## src/page_region_allocator_unit_assert.svh

```systemverilog
// ----------------------------------------------------------------------------
// page region allocator assertion macros
// shared concurrent assertion forms, clocked on clk, disabled in reset
// ----------------------------------------------------------------------------
`ifndef PAGE_REGION_ALLOCATOR_UNIT_ASSERT_SVH
`define PAGE_REGION_ALLOCATOR_UNIT_ASSERT_SVH

// same-cycle implication
`define PRA_ASSERT_IMP(lbl, cond, prop) \
    lbl: assert property (@(posedge clk) disable iff (!rst_n) (cond) |-> (prop)) \
        else $error("pra assertion failed");

// next-cycle implication
`define PRA_ASSERT_NXT(lbl, cond, prop) \
    lbl: assert property (@(posedge clk) disable iff (!rst_n) (cond) |=> (prop)) \
        else $error("pra assertion failed");

`endif

```

## src/pra_pkg.sv

```systemverilog
// ----------------------------------------------------------------------------
// pra_pkg
// types and codes shared by the page region allocator
// ----------------------------------------------------------------------------
`default_nettype none

package pra_pkg;

    localparam int PAGE_W  = 21;
    localparam int BYTES_W = 33;

    typedef enum logic [1:0] {
        FUNC_ALLOC = 2'd0,
        FUNC_FREE  = 2'd1,
        FUNC_QUERY = 2'd2,
        FUNC_NONE  = 2'd3
    } func_t;

    typedef enum logic [1:0] {
        STATUS_OK        = 2'd0,
        STATUS_NO_FIT    = 2'd1,
        STATUS_NOT_START = 2'd2,
        STATUS_FULL      = 2'd3
    } status_t;

    typedef struct packed {
        logic [1:0]  func;
        logic [31:0] request_bytes;
        logic [63:0] address;
    } req_t;

    typedef struct packed {
        logic [63:0]        result_address;
        logic [BYTES_W-1:0] extent_bytes;
        logic [1:0]         status;
    } rsp_t;

    typedef struct packed {
        logic              used;
        logic              free;
        logic [PAGE_W-1:0] start;
        logic [PAGE_W-1:0] pages;
    } entry_t;

endpackage

`default_nettype wire

```

## src/pra_table.sv

```systemverilog
// ----------------------------------------------------------------------------
// pra_table
// extent table memory, one write port, one registered read port
// ----------------------------------------------------------------------------
`default_nettype none

module pra_table
    import pra_pkg::*;
#(
    parameter int DEPTH = 64,
    parameter int IW    = 6
)
(
    input  wire logic          clk,
    input  wire logic          we,
    input  wire logic [IW-1:0] waddr,
    input  wire entry_t        wdata,
    input  wire logic [IW-1:0] raddr,
    output entry_t             rdata
);

    entry_t mem [DEPTH];
    entry_t rdata_reg;

    always_ff @(posedge clk)
    begin
        if (we)
        begin
            mem[waddr] <= wdata;
        end
        rdata_reg <= mem[raddr];
    end

    assign rdata = rdata_reg;

endmodule

`default_nettype wire

```

## src/page_region_allocator_unit.sv

```systemverilog
// ----------------------------------------------------------------------------
// page_region_allocator_unit
// best-fit page extent allocator with coalescing over a table in memory
// ----------------------------------------------------------------------------
// usage:
//   requests arrive on in_valid/in_ready with in_data, results leave on
//   out_valid/out_ready with out_data, one result per request transaction.
//   the table is one memory read one entry a cycle; every request but a
//   zero-size allocate or an unused func makes one pass over all
//   MAX_EXTENTS entries, and a free of an allocated extent makes a second
//   pass for its neighbors; one request is in work at a time.
//   region_base (0x0) and region_pages (0x8) are written over the apb port;
//   a write, and reset, start a clearing pass over all MAX_EXTENTS entries that
//   leaves one free extent covering the region, with in_ready low meanwhile.
//   the result sits in an output register: a new request is taken while it
//   waits, and that request finishes only once the register is free.
// ----------------------------------------------------------------------------
`default_nettype none

module page_region_allocator_unit
    import pra_pkg::*;
#(
    parameter int MAX_EXTENTS = 64,
    parameter int PAGE_SHIFT  = 12
)
(
    input  wire logic        clk,
    input  wire logic        rst_n,
    input  wire logic        in_valid,
    output logic             in_ready,
    input  wire req_t        in_data,
    output logic             out_valid,
    input  wire logic        out_ready,
    output rsp_t             out_data,
    input  wire logic        psel,
    input  wire logic        penable,
    input  wire logic        pwrite,
    input  wire logic [3:0]  paddr,
    input  wire logic [63:0] pwdata,
    output logic [63:0]      prdata,
    output logic             pready
);

`include "page_region_allocator_unit_assert.svh"

    localparam int IW    = $clog2(MAX_EXTENTS);
    localparam int CNT_W = IW + 1;
    localparam logic [CNT_W-1:0] CNT_END  = CNT_W'(MAX_EXTENTS);
    localparam logic [CNT_W-1:0] CNT_LAST = CNT_W'(MAX_EXTENTS - 1);
    localparam logic [63:0] BYTES_MAX = 64'h1_FFFF_FFFF;

    typedef enum logic [3:0] {
        ST_CLEAR,
        ST_IDLE,
        ST_FIND,
        ST_EVAL,
        ST_ALLOC_WR_SLOT,
        ST_ALLOC_WR_BEST,
        ST_ADDR,
        ST_FREE_SCAN,
        ST_FREE_WR_NEXT,
        ST_FREE_WR_K,
        ST_FREE_WR_PREV,
        ST_DONE
    } state_t;

    state_t             state_reg;
    logic [CNT_W-1:0]   cnt_reg;
    logic [IW-1:0]      pidx_reg;
    logic [63:0]        base_reg;
    logic [PAGE_W-1:0]  pages_reg;
    logic               out_valid_reg;
    rsp_t               out_data_reg;

    logic [1:0]         func_reg;
    logic [32:0]        need_reg;
    logic [PAGE_W-1:0]  page_reg;
    logic               page_ok_reg;

    logic               best_found_reg;
    logic [IW-1:0]      best_idx_reg;
    entry_t             best_reg;
    logic               slot_found_reg;
    logic [IW-1:0]      slot_idx_reg;
    logic               k_found_reg;
    logic [IW-1:0]      k_idx_reg;
    entry_t             k_reg;
    logic               next_found_reg;
    logic [IW-1:0]      next_idx_reg;
    logic [PAGE_W-1:0]  next_pages_reg;
    logic               prev_found_reg;
    logic [IW-1:0]      prev_idx_reg;
    entry_t             prev_reg;
    logic [PAGE_W-1:0]  kp_reg;

    logic [63:0]        res_addr_reg;
    logic [BYTES_W-1:0] res_bytes_reg;
    status_t            res_status_reg;

    logic               mem_we;
    logic [IW-1:0]      mem_waddr;
    entry_t             mem_wdata;
    entry_t             rdata;

    logic               cfg_wr;
    logic               out_load;
    logic [63:0]        in_diff;
    logic [63:0]        in_page;
    logic [32:0]        in_need;
    logic               scan_data;

    function automatic logic [BYTES_W-1:0] page_bytes(input logic [PAGE_W-1:0] p);
        logic [63:0] w;
        w = {{(64 - PAGE_W){1'b0}}, p} << PAGE_SHIFT;
        return (w > BYTES_MAX) ? {BYTES_W{1'b1}} : w[BYTES_W-1:0];
    endfunction

    pra_table #(
        .DEPTH (MAX_EXTENTS),
        .IW    (IW)
    ) u_table (
        .clk   (clk),
        .we    (mem_we),
        .waddr (mem_waddr),
        .wdata (mem_wdata),
        .raddr (cnt_reg[IW-1:0]),
        .rdata (rdata)
    );

    assign pready    = 1'b1;
    assign cfg_wr    = psel && penable && pwrite;
    assign prdata    = paddr[3] ? {{(64 - PAGE_W){1'b0}}, pages_reg} : base_reg;
    assign in_ready  = (state_reg == ST_IDLE);
    assign out_valid = out_valid_reg;
    assign out_data  = out_data_reg;
    assign out_load  = !cfg_wr && (state_reg == ST_DONE) && (!out_valid_reg || out_ready);

    assign in_diff   = in_data.address - base_reg;
    assign in_page   = in_diff >> PAGE_SHIFT;
    assign in_need   = ({1'b0, in_data.request_bytes} + 33'((64'd1 << PAGE_SHIFT) - 64'd1))
                       >> PAGE_SHIFT;
    assign scan_data = (cnt_reg != '0);

    always_comb
    begin
        mem_we    = 1'b0;
        mem_waddr = cnt_reg[IW-1:0];
        mem_wdata = '0;
        case (state_reg)
            ST_CLEAR:
            begin
                mem_we = 1'b1;
                if (cnt_reg == '0)
                begin
                    mem_wdata = '{used: 1'b1, free: 1'b1, start: '0, pages: pages_reg};
                end
            end
            ST_ALLOC_WR_SLOT:
            begin
                mem_we    = 1'b1;
                mem_waddr = slot_idx_reg;
                mem_wdata = '{used: 1'b1, free: 1'b1,
                              start: best_reg.start + need_reg[PAGE_W-1:0],
                              pages: best_reg.pages - need_reg[PAGE_W-1:0]};
            end
            ST_ALLOC_WR_BEST:
            begin
                mem_we    = 1'b1;
                mem_waddr = best_idx_reg;
                mem_wdata = '{used: 1'b1, free: 1'b0, start: best_reg.start,
                              pages: need_reg[PAGE_W-1:0]};
            end
            ST_FREE_WR_NEXT:
            begin
                mem_we    = next_found_reg;
                mem_waddr = next_idx_reg;
            end
            ST_FREE_WR_K:
            begin
                mem_we    = 1'b1;
                mem_waddr = k_idx_reg;
                if (!prev_found_reg)
                begin
                    mem_wdata = '{used: 1'b1, free: 1'b1, start: k_reg.start, pages: kp_reg};
                end
            end
            ST_FREE_WR_PREV:
            begin
                mem_we    = prev_found_reg;
                mem_waddr = prev_idx_reg;
                mem_wdata = '{used: 1'b1, free: 1'b1, start: prev_reg.start,
                              pages: prev_reg.pages + kp_reg};
            end
            default:
            begin
                mem_we = 1'b0;
            end
        endcase
    end

    always_ff @(posedge clk or negedge rst_n)
    begin
        if (!rst_n)
        begin
            state_reg     <= ST_CLEAR;
            cnt_reg       <= '0;
            base_reg      <= '0;
            pages_reg     <= '0;
            out_valid_reg <= 1'b0;
        end
        else
        begin
            pidx_reg <= cnt_reg[IW-1:0];
            if (out_load)
            begin
                out_valid_reg <= 1'b1;
            end
            else if (out_valid_reg && out_ready)
            begin
                out_valid_reg <= 1'b0;
            end
            if (cfg_wr)
            begin
                if (paddr[3])
                begin
                    pages_reg <= pwdata[PAGE_W-1:0];
                end
                else
                begin
                    base_reg <= pwdata;
                end
                cnt_reg   <= '0;
                state_reg <= ST_CLEAR;
            end
            else
            begin
                case (state_reg)
                    ST_CLEAR:
                    begin
                        cnt_reg <= cnt_reg + 1'b1;
                        if (cnt_reg == CNT_LAST)
                        begin
                            state_reg <= ST_IDLE;
                        end
                    end
                    ST_IDLE:
                    begin
                        if (in_valid)
                        begin
                            func_reg       <= in_data.func;
                            need_reg       <= in_need;
                            page_reg       <= in_page[PAGE_W-1:0];
                            page_ok_reg    <= (in_page[63:PAGE_W] == '0);
                            best_found_reg <= 1'b0;
                            slot_found_reg <= 1'b0;
                            k_found_reg    <= 1'b0;
                            next_found_reg <= 1'b0;
                            prev_found_reg <= 1'b0;
                            res_addr_reg   <= '0;
                            res_bytes_reg  <= '0;
                            res_status_reg <= STATUS_OK;
                            cnt_reg        <= '0;
                            if (in_data.func == FUNC_NONE)
                            begin
                                state_reg <= ST_DONE;
                            end
                            else if (in_data.func == FUNC_ALLOC && in_need == '0)
                            begin
                                res_status_reg <= STATUS_NO_FIT;
                                state_reg      <= ST_DONE;
                            end
                            else
                            begin
                                state_reg <= ST_FIND;
                            end
                        end
                    end
                    ST_FIND:
                    begin
                        cnt_reg <= cnt_reg + 1'b1;
                        if (scan_data)
                        begin
                            if (func_reg == FUNC_ALLOC)
                            begin
                                if (!rdata.used)
                                begin
                                    if (!slot_found_reg)
                                    begin
                                        slot_found_reg <= 1'b1;
                                        slot_idx_reg   <= pidx_reg;
                                    end
                                end
                                else if (rdata.free &&
                                         {12'd0, rdata.pages} >= need_reg &&
                                         (!best_found_reg ||
                                          rdata.pages < best_reg.pages ||
                                          (rdata.pages == best_reg.pages &&
                                           rdata.start < best_reg.start)))
                                begin
                                    best_found_reg <= 1'b1;
                                    best_idx_reg   <= pidx_reg;
                                    best_reg       <= rdata;
                                end
                            end
                            else if (!k_found_reg && rdata.used && page_ok_reg &&
                                     rdata.start == page_reg)
                            begin
                                k_found_reg <= 1'b1;
                                k_idx_reg   <= pidx_reg;
                                k_reg       <= rdata;
                            end
                        end
                        if (cnt_reg == CNT_END)
                        begin
                            state_reg <= ST_EVAL;
                        end
                    end
                    ST_EVAL:
                    begin
                        cnt_reg <= '0;
                        if (func_reg == FUNC_ALLOC)
                        begin
                            if (!best_found_reg)
                            begin
                                res_status_reg <= STATUS_NO_FIT;
                                state_reg      <= ST_DONE;
                            end
                            else if ({12'd0, best_reg.pages} != need_reg)
                            begin
                                if (!slot_found_reg)
                                begin
                                    res_status_reg <= STATUS_FULL;
                                    state_reg      <= ST_DONE;
                                end
                                else
                                begin
                                    state_reg <= ST_ALLOC_WR_SLOT;
                                end
                            end
                            else
                            begin
                                state_reg <= ST_ALLOC_WR_BEST;
                            end
                        end
                        else if (!k_found_reg)
                        begin
                            res_status_reg <= STATUS_NOT_START;
                            state_reg      <= ST_DONE;
                        end
                        else if (func_reg == FUNC_QUERY)
                        begin
                            res_bytes_reg <= page_bytes(k_reg.pages);
                            state_reg     <= ST_DONE;
                        end
                        else if (k_reg.free)
                        begin
                            res_status_reg <= STATUS_NOT_START;
                            state_reg      <= ST_DONE;
                        end
                        else
                        begin
                            state_reg <= ST_FREE_SCAN;
                        end
                    end
                    ST_ALLOC_WR_SLOT:
                    begin
                        state_reg <= ST_ALLOC_WR_BEST;
                    end
                    ST_ALLOC_WR_BEST:
                    begin
                        state_reg <= ST_ADDR;
                    end
                    ST_ADDR:
                    begin
                        res_addr_reg  <= base_reg +
                                         ({{(64 - PAGE_W){1'b0}}, best_reg.start} << PAGE_SHIFT);
                        res_bytes_reg <= page_bytes(need_reg[PAGE_W-1:0]);
                        state_reg     <= ST_DONE;
                    end
                    ST_FREE_SCAN:
                    begin
                        cnt_reg <= cnt_reg + 1'b1;
                        if (scan_data && pidx_reg != k_idx_reg && rdata.used && rdata.free)
                        begin
                            if ({1'b0, rdata.start} + {1'b0, rdata.pages} ==
                                {1'b0, k_reg.start})
                            begin
                                prev_found_reg <= 1'b1;
                                prev_idx_reg   <= pidx_reg;
                                prev_reg       <= rdata;
                            end
                            else if ({1'b0, rdata.start} ==
                                     {1'b0, k_reg.start} + {1'b0, k_reg.pages})
                            begin
                                next_found_reg <= 1'b1;
                                next_idx_reg   <= pidx_reg;
                                next_pages_reg <= rdata.pages;
                            end
                        end
                        if (cnt_reg == CNT_END)
                        begin
                            state_reg <= ST_FREE_WR_NEXT;
                        end
                    end
                    ST_FREE_WR_NEXT:
                    begin
                        kp_reg    <= next_found_reg ? k_reg.pages + next_pages_reg : k_reg.pages;
                        state_reg <= ST_FREE_WR_K;
                    end
                    ST_FREE_WR_K:
                    begin
                        state_reg <= ST_FREE_WR_PREV;
                    end
                    ST_FREE_WR_PREV:
                    begin
                        state_reg <= ST_DONE;
                    end
                    ST_DONE:
                    begin
                        if (out_load)
                        begin
                            out_data_reg  <= '{result_address: res_addr_reg,
                                               extent_bytes: res_bytes_reg,
                                               status: res_status_reg};
                            state_reg     <= ST_IDLE;
                        end
                    end
                    default:
                    begin
                        state_reg <= ST_IDLE;
                    end
                endcase
            end
        end
    end

    `PRA_ASSERT_IMP(a_no_write_in_scan, state_reg == ST_FIND || state_reg == ST_FREE_SCAN, !mem_we)
    `PRA_ASSERT_NXT(a_accept_leaves_idle, in_valid && in_ready && !cfg_wr, state_reg != ST_IDLE)
    `PRA_ASSERT_IMP(a_result_from_done, $rose(out_valid_reg), $past(state_reg == ST_DONE))

endmodule

`default_nettype wire
```

## config.mk

```make
export PLATFORM = sky130hd
export DESIGN_NAME = page_region_allocator_unit
export DESIGN_NICKNAME = d
export VERILOG_FILES = /design/src/pra_pkg.sv /design/src/pra_table.sv /design/src/page_region_allocator_unit.sv
export VERILOG_INCLUDE_DIRS = /design/src /design/src/src
export SDC_FILE = /design/constraint.sdc
export NUM_CORES = 2
export LEC_CHECK = 0
export ABC_AREA = 1
export BUFFER_PORTS_ARGS = -buffer_cell sky130_fd_sc_hd__buf_4
export CORE_MARGIN = 5
export CORE_UTILIZATION = 50
export DETAILED_ROUTE_END_ITERATION = 12
export PLACE_DENSITY = 0.65
export SLEW_MARGIN = 20
export SYNTH_ARGS = -nofsm -noshare
export SYNTH_HDL_FRONTEND = slang
export SYNTH_SLANG_ARGS = --single-unit
```

## constraint.sdc

```tcl
create_clock -name clk -period 14.7 [get_ports clk]
set_input_delay 0.735 -clock clk [delete_from_list [all_inputs] [get_ports clk]]
set_output_delay 0.735 -clock clk [all_outputs]
set_load 0.02 [all_outputs]
```

==> After elaboration in Yosys (flattened, before gate mapping) <==
Memories as Yosys holds them, arrays and structs flattened. A register that Yosys moved wholly into a read port is not among the register bits.
Cells that the tools add are included.
{ "word_totals": {"regBits": 550, "romBits": 0, "output_inout_bits": 166, "mem_bits_rw": 2816, "latchBits": 0, "n_memories": 1, "word_cells": 232} }
{ "mem_list": {"columns": ["memory", "depth", "word_bits", "read_ports", "rd_ports_with_merged_regs", "write_ports", "line_no", "source"], "rows": [
  ["u_table.mem", 64, 44, 1, 1, 1, "pra_table.sv:22", "entry_t mem [DEPTH];"]
]} }
{ "classes": {"n_reduce_logical": 59, "n_shift": 0, "n_lt_le_gt_ge": 5, "addsub": 10, "div": 0, "mux": 71, "n_eq_ne": 45, "mul": 0, "bitwise_logic": 6} }
{ "op_table": {"columns": ["cell", "count"], "rows": [
  ["$pmux 44 s5", 1],
  ["$mux 33", 6],
  ["$mux 64", 2],
  ["$pmux 64 s2", 1],
  ["$pmux 33 s3", 1],
  ["$mux 44", 2],
  ["$gt 33x33->1 const B", 2],
  ["$add 64x33->64", 1],
  ["$sub 64x64->64", 1],
  ["$add 21x21->21", 3],
  ["$mux 4", 15],
  ["$add 21x21->22", 2],
  ["$pmux 4 s11", 1],
  ["$logic_not 43->1", 1],
  ["$eq 21x21->1", 2],
  ["$lt 21x21->1", 2],
  ["$reduce_and 7->1", 6],
  ["$add 32x12->33 const B", 1],
  ["$logic_not 33->1", 1],
  ["$pmux 6 s5", 1],
  ["$ne 2x2->1 const B", 14],
  ["$eq 21x22->1", 1],
  ["$eq 22x21->1", 1],
  ["$mux 1", 22],
  ["43 further kinds", 106]
]} }

==> Logic depth before layout (Yosys ltp) <==
{ "depth": {"ltp_word": 9, "ltp_mapped": 21} }

==> Cells and area by module <==
From an unflattened synthesis, not the netlist that was laid out.
{ "hier_totals": {"cells_unflattened": 13963, "area_unflattened_um2": 150735.8} }
{ "modules_own_cells": {"columns": ["module", "instances", "cells_each", "area_each_um2"], "rows": [
  ["pra_table", 1, 9293, 114378.4],
  ["page_region_allocator_unit", 1, 4670, 36357.4]
]} }

==> Worst setup path after synthesis <==
No wires, ideal clock.
{ "synth_path": {"path_kind": "input to register", "startpoint": "input psel", "endpoint": "register out_data_reg (netlist bit out_data[0]), enable pin", "t_arrival_ns": 7.158, "stages": 5, "path_slack_ns": 6.903, "n_path_buf": 0, "setup_time_ns": 0.639, "path_cell_list": "nand3_1 inv_1 nor3_1 inv_1 nor3_1"} }
{ "synth_via": {"elab_chain_len": 6} }
{ "synth_rtl": {"columns": ["item", "line_no", "source"], "rows": [
  ["from (decl)", "page_region_allocator_unit.sv:35", "input wire logic psel,"],
  ["$logic_and 1x1->1 * (2 in a row)", "page_region_allocator_unit.sv:131", "assign cfg_wr = psel && penable && pwrite;"],
  ["$logic_not 1->1", "page_region_allocator_unit.sv:136", "assign out_load = !cfg_wr && (state_reg == ST_DONE) && (!out_valid_reg || out_ready);"],
  ["$logic_and 1x1->1 (2 in a row)", "page_region_allocator_unit.sv:136", null],
  ["$reduce_and 4->1 (no line) *", null, null],
  ["to (signal assigned)", "page_region_allocator_unit.sv:422", "out_data_reg <= '{result_address: res_addr_reg,"],
  ["to (decl)", "page_region_allocator_unit.sv:73", "rsp_t out_data_reg;"]
]} }
Every way passes the cells marked *; elsewhere a longest branch is shown, timed or not.
A chain may end at the register's enable or synchronous reset.

==> reports/metrics.cfg <==
[synth]
synth_sequential_area_ratio=0.6870
synth.most_common_cell=edfxtp_1
synth_warnings=0
netlist.top_cell.by_area=edfxtp_1
synth.cell_area_um2=146700
synth_top_area_share=0.6644
synth_common_cells=3,245 x edfxtp_1, 2,159 x nor2_1, 1,845 x o21ai_0
syn-mean-instance-area_um2=11.64
synthTopCellsByArea=edfxtp_1 66%, o21ai_0 6.3%, nor2_1 5.5%, nand2_1 3.5%, ha_1 2.3%
yosysUniqueCellTypes=62
synthFlopType=edfxtp_1
synth-edff-count=3245
async_reset_ff_frac=0.02865
ys_ff_latch=3386
postSynthCellCount=12600

[place]
hpwlAfterDp_mm=285.3
port_buffers=322
dp.cells=16390
place_congestion=0.9612
dp_slack_ns=9.520

[route]
wl_per_cell_um=27.86
route.detailed.drc=0
routed-via-count=106000
wl_mm=474.8
drtIter0Drc=13840
vias_per_cell=6.220
ant_nets=0
first_pass_iters=7

[worst_setup_path]
arrival_ns=6.28
critPathLaunchType=register
worst-endpoint-required_ns=15.55
critical_path.slowest_cell=o32ai_1
cp_max_fo=161
crit_path_cell_trace=inv_8 > buf_12 > buf_4 > buf_4 > o21ai_0 > o22ai_1 > nor2_1 > o32ai_1 > nor2_1 > o211ai_1
critPathBufInv=4
setup.worst_path.end_class=register
max_stage_delay_ns=1.13
crit_type=register to register
rrSetupSlack_ns=9.27
critPathTopFamily=buffers and inverters

[sta]
slew_headroom=0.09184
hold_viol_final=0
finalSetupViolCount=0
period_needed_ns=5.431
period_share=0.3694
worstMarginPinSlew_ns=1.358
rsz0062_at_grt=no
fin_hold_ws_ns=0.05841
report.final.slew_viol_count=0
final.setup_skew_ns=0.07866
finalSetupTns_ns=0
fin_ws_ns=9.269
fmax_mhz=184.1

[clock_tree]
clock-sinks=3386
clk_latency_ns=0.95
root_buffer=clkbuf_16
cts_buffers=348
clk_pin_slew_ns=0.06
cts.path.max_buffers=4
h-tree-depth=5
cts_tree=done

[cells_and_area]
drive_gt1_frac=0.09418
nets=13300
fin_cells=17050
largest_register_ffs=2816
areaGrowthSynthToFinish_pct=12.90

[global_routing]
grt_max_degree=194
grt_use_total=0.3009
antenna_found_initial=13
grt_pass1_vias=100800
grt_first_pass_wirelength_mm=676.0
overflow=0

[floorplan]
initial_core_util=0.5030
num_rows=198
io_pins=339
dieArea_um2=304300
die_h_um=551.6
core-area_um2=291600
fp.dieW_um=551.6

[power]
p_sw_frac=0.3617
p_leak_nw=58.21
power_density_nw_per_um2=189.4
ir_drop_v=0.0001424
power_switching_w=0.01134
cellInternalPower_w=0.02002
comb_power_share=0.301
pwr-share-clk=0.283
pwr-share-seq=0.416

[flow_run]
maxCapViolCount=0

[worst_hold_path]
hp-class=input pin to register

[run_status]
status=finished, final reports clean

## path summary, 6_finish.rpt
| check | startpoint | to | cells after the start |
|---|---|---|---|
| worst max-delay path | cnt_reg[1]$_DFFE_PN0P_ | u_table.rdata[31]$_DFF_P_ | 10 |
| min in group asynchronous | rst_n | base_reg[5]$_DFFE_PN0P_ | 2 |
| max in group asynchronous | rst_n | base_reg[59]$_DFFE_PN0P_ | 3 |
| worst min-delay path | pwdata[40] | base_reg[40]$_DFFE_PN0P_ | 3 |
| worst max register to register | cnt_reg[1]$_DFFE_PN0P_ | u_table.rdata[31]$_DFF_P_ | 10 |
| worst min register to register | res_status_reg[1]$_SDFFCE_PN0P_ | out_data[1]$_DFFE_PP_ | 0 |
## power groups by stage
stage	Combinational, W	Sequential, W	Clock, W
floorplan	0.00574	0.0131	0
global route	0.0102	0.0131	0.00937
global placement	0.00899	0.0132	0
detailed placement	0.00927	0.0132	0
CTS	0.00930	0.0130	0.00897
finish	0.00944	0.0130	0.00887
## routing by layer
layer  share of wire  wire, µm  GRT usage
met5               0         0          0
met2            0.46    218700     0.4799
met1            0.39    185700     0.4203
met3            0.10     49850    0.04765
met4           0.043     20500     0.1132
## cells in the final DEF (no fill, tap or decap), types with 14 or more instances in the layout
| master | Yosys | layout |
|---|---|---|
| clkinv_2 | 0 | 41 |
| nor2_2 | 12 | 15 |
| o21ai_0 | 1845 | 1842 |
| clkbuf_16 | 0 | 352 |
| clkinvlp_4 | 0 | 15 |
| nor2_4 | 3 | 67 |
| a21oi_1 | 359 | 358 |
| nor4_1 | 23 | 23 |
| dfxtp_1 | 44 | 44 |
| o221ai_1 | 293 | 293 |
| inv_1 | 653 | 650 |
| inv_2 | 14 | 14 |
| buf_4 | 19 | 549 |
| nor2_1 | 2159 | 2092 |
| o21ai_1 | 19 | 19 |
| ha_1 | 269 | 269 |
| bufinv_16 | 0 | 35 |
| o32ai_1 | 15 | 15 |
| nand3_1 | 312 | 311 |
| nor3_1 | 72 | 64 |
| nand4_1 | 74 | 74 |
| or2_2 | 25 | 24 |
| nand3b_1 | 23 | 23 |
| xor2_1 | 94 | 94 |
| o2111ai_4 | 0 | 14 |
| dfrtp_1 | 97 | 91 |
| xnor2_1 | 41 | 41 |
| a31oi_1 | 14 | 14 |
| clkbuf_1 | 528 | 78 |
| o21a_1 | 19 | 19 |
| nand2_1 | 1370 | 1364 |
| a21o_1 | 24 | 24 |
| o21bai_1 | 21 | 19 |
| o22ai_1 | 481 | 481 |
| o211ai_1 | 180 | 180 |
| edfxtp_1 | 3245 | 3245 |
| clkinv_1 | 3 | 73 |
## per-stage QoR
stage	instance area [µm²]	utilization	total power, W
after global placement	154100	0.5284	0.02218
after CTS	165600	0.5678	0.03129
after detailed placement	154100	0.5285	0.02249
after floorplan	146700	-	0.01884
final	165600	0.5679	0.03136
after global routing	165600	0.5678	0.03264
## area by class of cell
cell class	instances	area, µm²
sequential	3386	100800
clock inverter	201	2213
fill	23590	126000
inverter	670	2545
tap	3900	4880
timing repair buffer	564	4399
multi-input combinational	7876	41540
clock buffer	438	9211
antenna	10	25.02
## cell families (layout without fill, tap and decap cells)
kind of cell             Yosys count  count (layout)  synth area share
AND/OR/NAND/NOR                 4093            4093            0.1116
AO/OA/AOI/OAI                   3359            3359            0.1332
adder cells (fa/ha/maj)          276             276           0.02390
buffers and inverters           1353            1873           0.03616
XOR/XNOR                         135             135          0.008062
other                              2              23        0.00005121
flip-flops                      3386            3386            0.6870
## what timing repair did
item / CTS / global route
hold buffers: 3 / 0
setup endpoints to repair: 0 / 0
hold endpoints to repair: 38 / 0
gates resized for setup: 0 / 0
buffers inserted: 0 / 0
## worst min-delay path, stage by stage
cell	delay [ns]
buf_4	0.07
nor2_1	0.03
a21oi_1	0.10
(Power assumes the default switching activity.)
